## src/b64sd_pkg.sv

```systemverilog
package b64sd_pkg;

  localparam logic [7:0] PAD_CHAR     = 8'h3D;
  localparam logic [7:0] CHAR_UPPER_A = 8'h41;
  localparam logic [7:0] CHAR_UPPER_Z = 8'h5A;
  localparam logic [7:0] CHAR_LOWER_A = 8'h61;
  localparam logic [7:0] CHAR_LOWER_Z = 8'h7A;
  localparam logic [7:0] CHAR_DIGIT_0 = 8'h30;
  localparam logic [7:0] CHAR_DIGIT_9 = 8'h39;
  localparam logic [7:0] CHAR_PLUS    = 8'h2B;
  localparam logic [7:0] CHAR_MINUS   = 8'h2D;
  localparam logic [7:0] CHAR_DOT     = 8'h2E;
  localparam logic [7:0] CHAR_SLASH   = 8'h2F;
  localparam logic [7:0] CHAR_UNDER   = 8'h5F;
  localparam logic [7:0] CHAR_COMMA   = 8'h2C;

  localparam logic [5:0] SEXTET_LOWER_BASE = 6'd26;
  localparam logic [5:0] SEXTET_DIGIT_BASE = 6'd52;
  localparam logic [5:0] SEXTET_62         = 6'd62;
  localparam logic [5:0] SEXTET_63         = 6'd63;

  localparam logic [1:0] LAST_POSITION = 2'd3;
  localparam logic [1:0] PAD_POSITION  = 2'd2;
  localparam logic [1:0] FULL_COUNT    = 2'd3;
  localparam logic [1:0] ONE_COUNT     = 2'd1;

  typedef struct packed {
    logic        valid;
    logic [23:0] triple;
    logic [1:0]  count;
    logic        ends;
    logic        short_group;
  } group_load_t;

  function automatic logic [5:0] sextet_of(input logic [7:0] c);
    logic [5:0] s;
    s = 6'd0;
    if (c >= CHAR_UPPER_A && c <= CHAR_UPPER_Z) begin
      s = 6'(c - CHAR_UPPER_A);
    end else if (c >= CHAR_LOWER_A && c <= CHAR_LOWER_Z) begin
      s = 6'(c - CHAR_LOWER_A) + SEXTET_LOWER_BASE;
    end else if (c >= CHAR_DIGIT_0 && c <= CHAR_DIGIT_9) begin
      s = 6'(c - CHAR_DIGIT_0) + SEXTET_DIGIT_BASE;
    end else if (c == CHAR_PLUS || c == CHAR_MINUS || c == CHAR_DOT) begin
      s = SEXTET_62;
    end else if (c == CHAR_SLASH || c == CHAR_UNDER || c == CHAR_COMMA) begin
      s = SEXTET_63;
    end
    return s;
  endfunction

endpackage

```

## src/b64sd_char_if.sv

```systemverilog
interface b64sd_char_if;
  logic       valid;
  logic       ready;
  logic [7:0] char_code;
  logic       final_char;

  modport source (output valid, output char_code, output final_char, input ready);
  modport sink (input valid, input char_code, input final_char, output ready);
endinterface

```

## src/b64sd_byte_if.sv

```systemverilog
interface b64sd_byte_if;
  logic       valid;
  logic       ready;
  logic [7:0] data_byte;
  logic       end_of_data;
  logic       short_group;

  modport source (output valid, output data_byte, output end_of_data, output short_group,
                  input ready);
  modport sink (input valid, input data_byte, input end_of_data, input short_group,
                output ready);
endinterface

```

## src/b64sd_group_decoder.sv

```systemverilog
module b64sd_group_decoder (
  input  logic                 clk,
  input  logic                 rst,
  b64sd_char_if.sink           text,
  input  logic                 load_free,
  output b64sd_pkg::group_load_t load
);
  import b64sd_pkg::*;

  logic [17:0] acc;
  logic [17:0] acc_next;
  logic [1:0]  pos;
  logic [1:0]  pos_next;
  logic        third_pad;
  logic        third_pad_next;
  logic [5:0]  sextet;
  logic        pad;
  logic        needs_result;
  logic        accept;

  assign sextet       = sextet_of(text.char_code);
  assign pad          = (text.char_code == PAD_CHAR);
  assign needs_result = (pos == LAST_POSITION) || text.final_char;
  assign text.ready   = load_free || !needs_result;
  assign accept       = text.valid && text.ready;

  always_comb begin
    acc_next          = acc;
    pos_next          = pos;
    third_pad_next    = third_pad;
    load.valid        = accept && needs_result;
    load.triple       = {acc, sextet};
    load.count        = FULL_COUNT;
    load.ends         = text.final_char;
    load.short_group  = 1'b0;
    if (pos != LAST_POSITION && text.final_char) begin
      load.triple      = 24'd0;
      load.count       = ONE_COUNT;
      load.short_group = 1'b1;
    end else if (pos == LAST_POSITION && text.final_char) begin
      load.count = FULL_COUNT - {1'b0, pad} - {1'b0, third_pad};
    end
    if (accept) begin
      if (needs_result) begin
        acc_next       = 18'd0;
        pos_next       = 2'd0;
        third_pad_next = 1'b0;
      end else begin
        acc_next = {acc[11:0], sextet};
        pos_next = pos + 2'd1;
        if (pos == PAD_POSITION) begin
          third_pad_next = pad;
        end
      end
    end
  end

  always_ff @(posedge clk) begin
    if (rst) begin
      acc       <= 18'd0;
      pos       <= 2'd0;
      third_pad <= 1'b0;
    end else begin
      acc       <= acc_next;
      pos       <= pos_next;
      third_pad <= third_pad_next;
    end
  end

  a_group_restart: assert property (@(posedge clk) disable iff (rst)
    load.valid |=> (pos == 2'd0) && (acc == 18'd0) && !third_pad)
    else $error("group state not cleared after result");

  a_pad_only_final: assert property (@(posedge clk) disable iff (rst)
    (load.valid && !load.ends) |-> (load.count == FULL_COUNT))
    else $error("bytes dropped in a group that does not end the string");

endmodule

```

## src/b64sd_byte_serializer.sv

```systemverilog
module b64sd_byte_serializer (
  input  logic                 clk,
  input  logic                 rst,
  input  b64sd_pkg::group_load_t load,
  output logic                 load_free,
  b64sd_byte_if.source         data
);
  import b64sd_pkg::*;

  logic [23:0] triple;
  logic [1:0]  remaining;
  logic        ends;
  logic        short_flag;

  assign data.valid       = (remaining != 2'd0);
  assign data.data_byte   = triple[23:16];
  assign data.end_of_data = ends && (remaining == ONE_COUNT);
  assign data.short_group = short_flag;
  assign load_free        = (remaining == 2'd0) || ((remaining == ONE_COUNT) && data.ready);

  always_ff @(posedge clk) begin
    if (rst) begin
      remaining <= 2'd0;
    end else if (load.valid) begin
      remaining <= load.count;
    end else if (data.valid && data.ready) begin
      remaining <= remaining - 2'd1;
    end
  end

  always_ff @(posedge clk) begin
    if (load.valid) begin
      triple     <= load.triple;
      ends       <= load.ends;
      short_flag <= load.short_group;
    end else if (data.valid && data.ready) begin
      triple <= {triple[15:0], 8'd0};
    end
  end

  a_load_when_free: assert property (@(posedge clk) disable iff (rst)
    load.valid |-> load_free)
    else $error("group loaded over pending bytes");

  a_load_shows: assert property (@(posedge clk) disable iff (rst)
    load.valid |=> data.valid)
    else $error("loaded group not presented");

  a_short_single: assert property (@(posedge clk) disable iff (rst)
    (data.valid && data.short_group) |-> (data.end_of_data && data.data_byte == 8'd0))
    else $error("error result malformed");

endmodule

```

## src/base64_stream_decoder.sv

```systemverilog
// Channel  Dir  Fields                                   Word
// text     in   char_code[7:0], final_char               one base64 character
// data     out  data_byte[7:0], end_of_data, short_group one decoded byte
//
// One character is taken per cycle unless it waits as below; each group of four
// yields three bytes (fewer at the end), sent one per cycle while data.ready is high
// from a three-byte output register, the first in the cycle after the fourth char.
// The fourth or final character of a group waits while bytes of the previous group
// are pending, unless the last of them leaves in that same cycle; other characters
// are taken at any time.
// Reset (rst, synchronous) clears the group state and drops pending bytes.
module base64_stream_decoder (
  input  logic         clk,
  input  logic         rst,
  b64sd_char_if.sink   text,
  b64sd_byte_if.source data
);
  import b64sd_pkg::*;

  group_load_t load;
  logic        load_free;

  b64sd_group_decoder u_decoder (
    .clk       (clk),
    .rst       (rst),
    .text      (text),
    .load_free (load_free),
    .load      (load)
  );

  b64sd_byte_serializer u_serializer (
    .clk       (clk),
    .rst       (rst),
    .load      (load),
    .load_free (load_free),
    .data      (data)
  );

endmodule

```

## src/flat_wrapper.sv

```systemverilog
// flat-port wrapper written by rule: the top's interface ports become plain ports
module base64_stream_decoder_flat import b64sd_pkg::*;
  (clk, rst, text_valid, text_char_code, text_final_char, text_ready, data_valid, data_data_byte, data_end_of_data, data_short_group, data_ready);
  b64sd_char_if text_i ();
  b64sd_byte_if data_i ();
  input  logic clk;
  input  logic rst;
  input wire logic [$bits(text_i.valid)-1:0] text_valid;
  input wire logic [$bits(text_i.char_code)-1:0] text_char_code;
  input wire logic [$bits(text_i.final_char)-1:0] text_final_char;
  output wire logic [$bits(text_i.ready)-1:0] text_ready;
  output wire logic [$bits(data_i.valid)-1:0] data_valid;
  output wire logic [$bits(data_i.data_byte)-1:0] data_data_byte;
  output wire logic [$bits(data_i.end_of_data)-1:0] data_end_of_data;
  output wire logic [$bits(data_i.short_group)-1:0] data_short_group;
  input wire logic [$bits(data_i.ready)-1:0] data_ready;
  assign text_i.valid = text_valid;
  assign text_i.char_code = text_char_code;
  assign text_i.final_char = text_final_char;
  assign text_ready = text_i.ready;
  assign data_valid = data_i.valid;
  assign data_data_byte = data_i.data_byte;
  assign data_end_of_data = data_i.end_of_data;
  assign data_short_group = data_i.short_group;
  assign data_i.ready = data_ready;
  base64_stream_decoder u_core (.clk(clk), .rst(rst), .text(text_i), .data(data_i));
endmodule
```

## config.mk

```make
export PLATFORM = sky130hd
export DESIGN_NAME = base64_stream_decoder_flat
export DESIGN_NICKNAME = d
export VERILOG_FILES = /design/src/b64sd_pkg.sv /design/src/b64sd_char_if.sv /design/src/b64sd_byte_if.sv /design/src/b64sd_group_decoder.sv /design/src/b64sd_byte_serializer.sv /design/src/base64_stream_decoder.sv /design/src/flat_wrapper.sv
export SDC_FILE = /design/constraint.sdc
export NUM_CORES = 1
export LEC_CHECK = 0
export ABC_CLOCK_PERIOD_IN_PS = 3940
export BUFFER_PORTS_ARGS = -buffer_cell sky130_fd_sc_hd__clkbuf_2
export CORE_ASPECT_RATIO = 1.1
export CORE_MARGIN = 2
export CORE_UTILIZATION = 55
export CTS_BUF_LIST = sky130_fd_sc_hd__clkbuf_8
export DETAILED_ROUTE_END_ITERATION = 8
export GPL_ROUTABILITY_DRIVEN = 0
export PLACE_DENSITY = 0.76
export SYNTH_ARGS = -nofsm -noshare
export SYNTH_HDL_FRONTEND = slang
export SYNTH_HIERARCHICAL = 1
export SYNTH_SLANG_ARGS = --single-unit
```

## constraint.sdc

```tcl
create_clock -name clk -period 3.94 [get_ports clk]
set_clock_uncertainty 0.05 [all_clocks]
set_input_delay 0.394 -clock clk [delete_from_list [all_inputs] [get_ports clk]]
set_output_delay 0.394 -clock clk [all_outputs]
set_load 0.02 [all_outputs]
```

==> results.sh, run 1 <==
export IMPL_finalNonFillerCells=356
export IMPL_maxSlewHeadroom=0.457
export IMPL_layout_common_cells="28 x nor2_1, 26 x nand2_1, 26 x edfxtp_1"
export IMPL_viasPerCell=5.71
export IMPL_worst_hold_startpoint="text_final_char"
export IMPL_drt_initial_drc_count=150
export IMPL_setup_tns_ns=0
export IMPL_core_um2=5030
export IMPL_stdcell_area_um2=3020
export IMPL_syn_num_nets=316
export IMPL_syn_to_final_growth_pct=5.14
export IMPL_post_drt_wl_per_cell_um=14.2
export IMPL_die_width_um=72.9
export IMPL_dpl_hpwl_mm=3.46
export IMPL_highest_layer="met4"
export IMPL_cts_clk_slew_worst_paths_ns=0.09
export IMPL_fill_cells=440
export IMPL_port_buffers=24
export IMPL_clockBufferDepth=2
export IMPL_p_per_area_nw_per_um2=387
export IMPL_drv_slew=0
export IMPL_leakagePower_nw=1.19
export IMPL_grt_pass1_wl_mm=8.58
export IMPL_fin_util=0.600
export IMPL_clock_fmax_ghz=0.373
export IMPL_cts_buffers=5
export IMPL_wl_mm=5.06
export IMPL_antenna_found_initial=0
export IMPL_ys_seq_area_frac=0.432
export IMPL_syn_inst=288
export IMPL_async_flop_share=0
export IMPL_hold_viol=0
export IMPL_cts_hold_buf=0
export IMPL_pre_cts_ws_ns=1.14
export IMPL_grtUsageTotal=0.187
export IMPL_antennaDiodeCount=0
export IMPL_root_buffer="clkbuf_8"
export IMPL_maxCapViolations=0
export IMPL_synth_edf_count=26
export IMPL_worst_slew_pin_slew_ns=0.814
export IMPL_gr_total_overflow=0
export IMPL_ys_types=52
export IMPL_worstReg2RegStart="u_core/u_decoder/pos[0]"
export IMPL_cts_tree="yes"
export IMPL_synth_top_area_share=0.272
export IMPL_drive_above_1_share=0.201
export IMPL_setup_viol=0
export IMPL_ys_top_cells_by_area="edfxtp_1 27%, dfxtp_1 16%, ha_1 6.5%, mux2_2 6.3%, nor2b_1 4.4%"
export IMPL_dieArea_um2=5820
export IMPL_end_kind="flip-flop"
export IMPL_period_minus_slack_ns=2.68
export IMPL_hold_class="in -> reg"
export IMPL_holdWs_ns=0.286
export IMPL_drtPass1Iterations=4
export IMPL_period_share=0.680
export IMPL_clkSinkCount=49
export IMPL_syn_area_um2=2870
export IMPL_ys_flop_type="edfxtp_1"
export IMPL_holdPathStages=1
export IMPL_critical_path_startpoint="u_core/u_decoder/pos[0]"
export IMPL_grt_pass1_vias=1926
export IMPL_rows=27
export IMPL_post_cts_setup_buffers=0
export IMPL_required_ns=3.95
export IMPL_layout_setup_ws_ns=1.26
export IMPL_reg2regPathDepth=7
export IMPL_outcome="completed"
export IMPL_clock_latency_ns=0.30
export IMPL_wl_met3_um=233
export IMPL_num_vias=2034
export IMPL_cts_resized=0
export IMPL_power_mw=1.17
export IMPL_crit_arrival_ns=2.68
export IMPL_ys_warn_count=6
export IMPL_cp_max_fo=28
export IMPL_crit_path_start_kind="flip-flop"
export IMPL_io_pins=25
export IMPL_drc=0
export IMPL_syn_avg_cell_area_um2=9.97
export IMPL_crit_type="reg -> reg"
export IMPL_ant_nets=0
export IMPL_synth_largest_area_cell="edfxtp_1"
export IMPL_dpl_cell_area_um2=2910
export IMPL_wl_met2_mm=2.47
export IMPL_final_common_cell="nor2_1"
export IMPL_cts_htree_levels=2
export IMPL_grt_max_degree=29
export IMPL_synth_seq_cells=49
export IMPL_ir_drop_mv=0.173
export IMPL_fp_dieH_um=79.8
export IMPL_placed_cells=348
export IMPL_nets=325
export IMPL_wl_met1_mm=2.28
export IMPL_start_util=0.570
export IMPL_grt_setup_unrepaired="false"
cells by family after synthesis:
family,Yosys count,share of synthesized area
compound gates,54,0.146
xor+xnor,6,0.0183
fa+ha+maj,15,0.0654
buf+inv,37,0.0745
flops,49,0.432
mux,16,0.0627
simple gates,111,0.201
state kept, by name (all words and copies together), names as in the netlist:
signal / count
u_core/u_serializer/ends: 1
u_core/u_serializer/remaining: 2
u_core/u_serializer/triple: 24
u_core/u_decoder/pos: 2
u_core/u_decoder/acc: 18
u_core/u_serializer/data.short_group: 1
u_core/u_decoder/third_pad: 1
report_power, final:
group	total, mW	switching, mW	internal, mW
clock network	0.345	0.160	0.185
logic	0.218	0.137	0.0806
registers	0.605	0.0127	0.593
synth_stat cells (all sizes together) (2+ instances only):
master and number:
nor2 29, edfxtp 26, nand2 26, dfxtp 23, nor2b 21, buf 19, mux2 16, ha 15
inv 14, a22oi 13, a21oi 10, and2 10, o21ai 8, nand3 5, clkbuf 4, xnor2 4
a211oi 3, a221oi 3, and3 3, nand2b 3, nor3 3, o31ai 3, and2b 2, nand3b 2
o211ai 2, o41ai 2, or2 2, xor2 2
layout make-up:
class                   instances  area (um2)  area share
inverters                      14        52.6      0.0174
multi-input cells             202        1420       0.470
clock inverters                 3        37.5      0.0124
clock buffers                   5        68.8      0.0228
flip-flops and latches         49        1240       0.411
repair buffers                 25         128      0.0423
well taps                      58        72.6      0.0240
critical path: stages (launching register included):
cell and delay [ns]:
dfxtp_1 0.34, ha_1 0.23, nor2_1 0.26, or2_2 0.19, nand2_1 0.40, nor2_2 0.23, buf_4 0.34, mux2_2 0.38
worst paths after layout:
kind,to,slack [ns]
max,u_core/u_serializer/triple[11],1.26
min reg2reg,u_core/u_decoder/acc[1],0.43
min,u_core/u_serializer/ends,0.29
max reg2reg,u_core/u_serializer/triple[11],1.26
routing by layer:
| layer | global-route usage | up-vias |
|---|---|---|
| met3 | 0.0341 | 8 |
| met2 | 0.321 | 58 |
| met1 | 0.234 | 944 |
| met5 | 0 | - |
| li1 | - | 1024 |
| met4 | 0.0667 | 0 |
Power figures use the tool's default switching activity.
==> inputs of run 2 (changes only) <==
Settings changed: ABC_AREA set to 1, ABC_CLOCK_PERIOD_IN_PS 3940 to 2600.
Clock period 3.94 ns to 2.6 ns, I/O delays scaled along.
==> run 2 against run 1 <==
  * Sequential share of layout area decreased by 3.4 points
  * Maximum frequency increased by 26%
  * Power increased by 52%
  * Sequential power increased by 55%
  * Cell area increased by 9.2%
  * Wire length increased by 20%
  * Critical endpoint is now u_core/u_serializer/remaining[0]
  * Highest routed layer unchanged
==> results.sh, run 2 <==
export IMPL_ant_nets=0
export IMPL_wl_met1_mm=2.46
export IMPL_synth_largest_area_cell="edfxtp_1"
export IMPL_cts_htree_levels=2
export IMPL_ys_types=31
export IMPL_clockBufferDepth=2
export IMPL_maxCapViolations=0
export IMPL_clock_latency_ns=0.30
export IMPL_wl_met2_mm=3.14
export IMPL_dpl_hpwl_mm=4.33
export IMPL_reg2regPathDepth=11
export IMPL_outcome="completed"
export IMPL_leakagePower_nw=1.50
export IMPL_period_minus_slack_ns=2.12
export IMPL_regMostFlops="u_core/u_serializer/triple"
export IMPL_largest_reg_flops=24
export IMPL_ys_flop_type="edfxtp_1"
export IMPL_syn_area_um2=3120
export IMPL_worstReg2RegStart="u_core/u_serializer/remaining[0]"
export IMPL_final_common_cell="nand2_1"
export IMPL_regToRegSetupSlack_ns=0.48
export IMPL_syn_avg_cell_area_um2=7.51
export IMPL_ir_drop_mv=0.222
export IMPL_gr_total_overflow=0
export IMPL_holdPathStages=1
export IMPL_drt_initial_drc_count=215
export IMPL_synth_top_area_share=0.250
export IMPL_required_ns=2.75
export IMPL_drv_slew=0
export IMPL_dieArea_um2=6290
export IMPL_drive_above_1_share=0.182
export IMPL_synth_seq_cells=49
export IMPL_clkSinkCount=49
export IMPL_die_width_um=75.8
export IMPL_nets=456
export IMPL_end_kind="flip-flop"
export IMPL_cts_resized=0
export IMPL_cts_tree="yes"
export IMPL_hold_viol=0
export IMPL_post_cts_setup_buffers=0
export IMPL_ys_top_cells_by_area="edfxtp_1 25%, nand2_1 15%, dfxtp_1 15%, ha_1 6.0%, inv_1 5.7%"
export IMPL_synth_top_cells_by_count="126 x nand2_1, 47 x inv_1, 43 x nor2_1"
export IMPL_fin_util=0.607
export IMPL_wl_mm=6.06
export IMPL_crit_arrival_ns=2.27
export IMPL_hold_class="in -> reg"
export IMPL_grt_pass1_vias=2437
export IMPL_placed_cells=496
export IMPL_r2r_end="u_core/u_serializer/remaining[0]"
export IMPL_min_to="u_core/u_serializer/ends"
export IMPL_pre_cts_ws_ns=0.424
export IMPL_grt_setup_unrepaired="false"
export IMPL_drtPass1Iterations=4
export IMPL_root_buffer="clkbuf_8"
export IMPL_viasPerCell=5.08
export IMPL_setup_tns_ns=0
export IMPL_layout_setup_ws_ns=0.480
export IMPL_maxSlewHeadroom=0.669
export IMPL_syn_num_nets=443
export IMPL_grt_max_degree=30
export IMPL_setup_viol=0
export IMPL_port_buffers=24
export IMPL_post_drt_wl_per_cell_um=12.0
export IMPL_finalNonFillerCells=504
export IMPL_highest_layer="met4"
export IMPL_worst_slew_pin_slew_ns=0.496
export IMPL_syn_to_final_growth_pct=5.70
export IMPL_reg_top3="u_core/u_serializer/triple (24), u_core/u_decoder/acc (18)"
export IMPL_synth_edf_count=26
export IMPL_fp_dieH_um=83.0
export IMPL_cts_buffers=5
export IMPL_cts_clk_slew_worst_paths_ns=0.09
export IMPL_p_per_area_nw_per_um2=539
export IMPL_power_mw=1.78
export IMPL_worst_hold_startpoint="text_final_char"
export IMPL_cts_hold_buf=0
export IMPL_layout_common_cells="126 x nand2_1, 47 x inv_1, 42 x nor2_1"
export IMPL_antenna_found_initial=0
export IMPL_period_share=0.815
export IMPL_async_flop_share=0
export IMPL_crit_path_start_kind="flip-flop"
export IMPL_syn_inst=415
export IMPL_crit_type="reg -> reg"
export IMPL_drc=0
export IMPL_ys_seq_area_frac=0.398
export IMPL_rows=28
export IMPL_start_util=0.574
export IMPL_io_pins=25
export IMPL_grtUsageTotal=0.211
export IMPL_grt_pass1_wl_mm=10.5
export IMPL_wl_met3_um=306
export IMPL_num_vias=2559
export IMPL_antennaDiodeCount=0
export IMPL_ys_warn_count=6
export IMPL_core_um2=5430
export IMPL_yosysMostFrequentCell="nand2_1"
export IMPL_cp_max_fo=27
export IMPL_clock_fmax_ghz=0.472
[run 2: metal layers]
metal,track usage,up-vias
met5,0,-
li1,-,1308
met3,0.0388,14
met4,0.0766,0
met1,0.252,1152
met2,0.364,85
[run 2: logic make-up after synthesis]
| logic type | share of synthesized area |
|---|---|
| AOI/OAI and AO/OA | 0.0506 |
| adders and majority gates | 0.0602 |
| DFF | 0.398 |
| buffers and inverters | 0.118 |
| xor gates and xnor gates | 0.0140 |
| and+or+nand+nor | 0.359 |
[run 2: power by group]
part	internal (mW)	switching, mW	leakage (nW)
sequential	0.906	0.0337	0.442
combinational	0.123	0.270	1.01
clock	0.191	0.253	0.0445
total	1.22	0.557	1.50
[run 2: layout make-up]
class	instances	area, um2
fillers	502	2130
repair buffers	28	150
flip-flops and latches	49	1240
inverters	54	210
clock inverters	3	21.3
well taps	75	93.8
multi-input cells	290	1510
clock buffers	5	68.8
[run 2: worst max-delay path, cell delays in order (launching register included)]
cell	delay, ns
dfxtp_1	0.39
inv_1	0.06
ha_1	0.18
inv_1	0.08
nand2_1	0.05
or2_2	0.30
nand2_1	0.11
nor2_2	0.08
inv_8	0.19
nand2_4	0.26
nor2_1	0.20
nor2_2	0.05
[run 2: worst max-delay path by stage]
| stage | from | to | slack [ns] | depth (start not counted) |
|---|---|---|---|---|
| 6_report | u_core/u_serializer/remaining[0] | u_core/u_serializer/remaining[0] | 0.48 | 11 |
| 5_1_grt | u_core/u_decoder/pos[0] | u_core/u_serializer/remaining[0] | 0.28 | 10 |
| 2_1_floorplan | u_core/u_serializer/remaining[0] | u_core/u_serializer/remaining[0] | 0.27 | 13 |
| 3_5_place_dp | text_char_code[0] | u_core/u_serializer/triple[5] | 0.42 | 15 |
| 4_1_cts | u_core/u_serializer/remaining[0] | u_core/u_serializer/remaining[0] | 0.45 | 11 |
| 3_3_place_gp | text_char_code[0] | u_core/u_serializer/triple[5] | 0.47 | 15 |
[run 2: per-stage QoR]
| stage | cell area [um2] | hold slack, ns |
|---|---|---|
| after CTS | 3300 | 0.140 |
| final | 3300 | 0.145 |
| after floorplan | 3120 | 0.289 |
| after detailed placement | 3210 | 0.404 |
| after global placement | 3210 | 0.400 |
| after global routing | 3300 | 0.143 |
==> inputs of run 3 (changes only) <==
Settings changed: ABC_CLOCK_PERIOD_IN_PS 2600 to 1800, PLACE_DENSITY 0.76 to 0.79.
Clock period 2.6 ns to 1.8 ns, I/O delays scaled along.
==> run 3 against run 2 <==
  * Via count is 2.3% higher
  * Worst setup slack worse by 0.42 ns
  * Wire length is 6.8% higher
  * Cell area is 12% higher
  * Maximum frequency is 22% higher
  * Combinational power is 83% higher
  * Critical endpoint is now u_core/u_serializer/triple[15]
  * Largest cell class unchanged
  * Highest routed layer unchanged
==> results.sh, run 3 (same netlist as run 2, synthesis figures left out) <==
export IMPL_crit_path_start_kind="flip-flop"
export IMPL_largest_reg_flops=24
export IMPL_worst_slew_pin_slew_ns=0.504
export IMPL_clockPowerShare=0.266
export IMPL_regToRegSetupSlack_ns=0.06
export IMPL_setup_tns_ns=0
export IMPL_p_int_mw=2.00
export IMPL_nets=484
export IMPL_multiInputGateArea_um2=1600
export IMPL_power_mw=2.84
export IMPL_stdcell_area_um2=3700
export IMPL_drc=0
export IMPL_p_switching_mw=0.840
export IMPL_clkSinkCount=49
export IMPL_crit_path_max_incr_delay_ns=0.38
export IMPL_grt_max_degree=28
export IMPL_cts_clk_slew_worst_paths_ns=0.08
export IMPL_regMostFlops="u_core/u_serializer/triple"
export IMPL_cts_htree_levels=2
export IMPL_cp_cell_sequence="inv_2, ha_4, inv_4, nand2_2, or2_4, nand2_4, nor2_4, inv_8, clkbuf_16, nand2_4, nand2_2"
export IMPL_root_buffer="clkbuf_8"
export IMPL_rows=28
export IMPL_crit_buf_inv=4
export IMPL_dpl_hpwl_mm=4.47
export IMPL_worstReg2RegStart="u_core/u_serializer/remaining[0]"
export IMPL_port_buffers=24
export IMPL_grtUsageTotal=0.211
export IMPL_io_pins=25
export IMPL_clock_latency_ns=0.29
export IMPL_dieArea_um2=6290
export IMPL_clockBufferDepth=2
export IMPL_viasPerCell=4.92
export IMPL_drt_initial_drc_count=168
export IMPL_clock_fmax_ghz=0.575
export IMPL_outcome="completed"
export IMPL_grt_pass1_vias=2543
export IMPL_fill_cells=437
export IMPL_wl_mm=6.48
export IMPL_p_per_area_nw_per_um2=768
export IMPL_reg_top3="u_core/u_serializer/triple (24), u_core/u_decoder/acc (18)"
export IMPL_antenna_found_initial=0
export IMPL_holdPathStages=1
export IMPL_cts_tree="yes"
export IMPL_post_drt_wl_per_cell_um=12.2
export IMPL_p_sw_frac=0.295
export IMPL_drive_above_1_share=0.267
export IMPL_period_minus_slack_ns=1.74
export IMPL_hold_class="in -> reg"
export IMPL_layout_common_cells="121 x nand2_1, 45 x inv_1, 40 x nor2_1"
export IMPL_finalNonFillerCells=532
export IMPL_maxSlewHeadroom=0.664
export IMPL_end_kind="flip-flop"
export IMPL_num_vias=2617
export IMPL_required_ns=1.81
export IMPL_layout_setup_ws_ns=0.0620
export IMPL_antennaDiodeCount=0
export IMPL_leakagePower_nw=1.69
export IMPL_syn_to_final_growth_pct=18.7
export IMPL_die_width_um=75.8
export IMPL_placed_cells=521
export IMPL_critical_path_startpoint="u_core/u_serializer/remaining[0]"
export IMPL_crit_slowest_cell="dfxtp_4"
export IMPL_drtPass1Iterations=5
export IMPL_min_to="u_core/u_serializer/ends"
export IMPL_maxCapViolations=0
export IMPL_pre_cts_ws_ns=-0.110
export IMPL_grt_pass1_wl_mm=10.5
export IMPL_hold_viol=0
export IMPL_period_share=0.966
export IMPL_seqCellArea_um2=1250
export IMPL_start_util=0.574
export IMPL_dpl_cell_area_um2=3510
export IMPL_r2r_end="u_core/u_serializer/triple[15]"
export IMPL_cts_hold_buf=0
export IMPL_cp_max_fo=8
export IMPL_setup_viol=0
export IMPL_ir_drop_mv=0.496
export IMPL_final_common_cell="nand2_1"
export IMPL_gr_total_overflow=0
export IMPL_reg2regPathDepth=11
export IMPL_ant_nets=0
export IMPL_fp_dieH_um=83.0
export IMPL_critPathTopFamily="simple AND/OR/NAND/NOR gates"
export IMPL_cts_buffers=5
export IMPL_drv_slew=0
export IMPL_crit_type="reg -> reg"
export IMPL_comb_power_share=0.253
export IMPL_core_um2=5430
export IMPL_crit_arrival_ns=1.74
export IMPL_worst_hold_startpoint="text_final_char"
export IMPL_grt_setup_unrepaired="true"
export IMPL_pwr_share_seq=0.481
-- run 3: cell types whose count changed in the layout (fill, tap and decap cells not counted), moves of 2 or more --
cell	previous run	this run
nand2_1	126	121
ha_4	0	3
buf_4	4	26
nand2_2	14	18
inv_1	47	45
nor2_4	2	4
dfxtp_2	0	3
ha_1	15	12
nor2_1	42	40
buf_12	0	3
dfxtp_1	23	19
inv_4	0	2
-- run 3: per-stage QoR --
step,utilization,hold slack [ns]
final,0.681,0.106
after global routing,0.681,0.106
after CTS,0.668,0.105
after detailed placement,0.647,0.403
after global placement,0.647,0.400
after floorplan,-,0.202
-- run 3: worst reg2reg max path: stages, from the launching register on --
cell	delay, ns
dfxtp_4	0.38
inv_2	0.06
ha_4	0.13
inv_4	0.03
nand2_2	0.06
or2_4	0.12
nand2_4	0.05
nor2_4	0.22
inv_8	0.10
clkbuf_16	0.20
nand2_4	0.06
nand2_2	0.04
-- run 3: layout make-up --
cell class                 instances  area share
sequential                        49       0.338
clock buffer                       5      0.0186
timing repair buffer              55       0.116
multi-input combinational        291       0.433
inverter                          54      0.0582
clock inverter                     3      0.0115
tap                               75      0.0254
-- run 3: what timing repair did --
item / in CTS / in global routing
cloned: 0 / 2
gates resized for setup: 0 / 8
endpoints found under the setup margin: 1 / 42
buffers inserted: 0 / 1
pin swaps: 1 / 8
-- run 3: power groups by stage --
stage	Sequential (mW)	Combinational [mW]	Clock (mW)
after detailed placement	1.39	0.674	0
final	1.37	0.720	0.755
after CTS	1.37	0.677	0.770
after global placement	1.39	0.661	0
after floorplan	1.38	0.513	0
after global routing	1.38	0.794	0.823
-- run 3: how the worst max path moves through the flow --
stage               depth (start not counted)                                to  slack [ns]
floorplan                                  11    u_core/u_serializer/triple[10]       -0.08
global placement                           14  u_core/u_serializer/remaining[0]       -0.06
detailed placement                         14     u_core/u_serializer/triple[5]       -0.11
CTS                                        10    u_core/u_serializer/triple[19]        0.02
global route                               11    u_core/u_serializer/triple[11]      -0.004
finish                                     11    u_core/u_serializer/triple[15]        0.06
-- run 3: metal layers --
layer / vias up / global-route usage / part of all wire / routed length (um)
met5: - / 0 / 0 / 0
li1: 1372 / - / - / -
met3: 24 / 0.0316 / 0.033 / 215
met4: 0 / 0.0861 / 0.043 / 276
met1: 1152 / 0.231 / 0.40 / 2590
met2: 69 / 0.385 / 0.52 / 3390
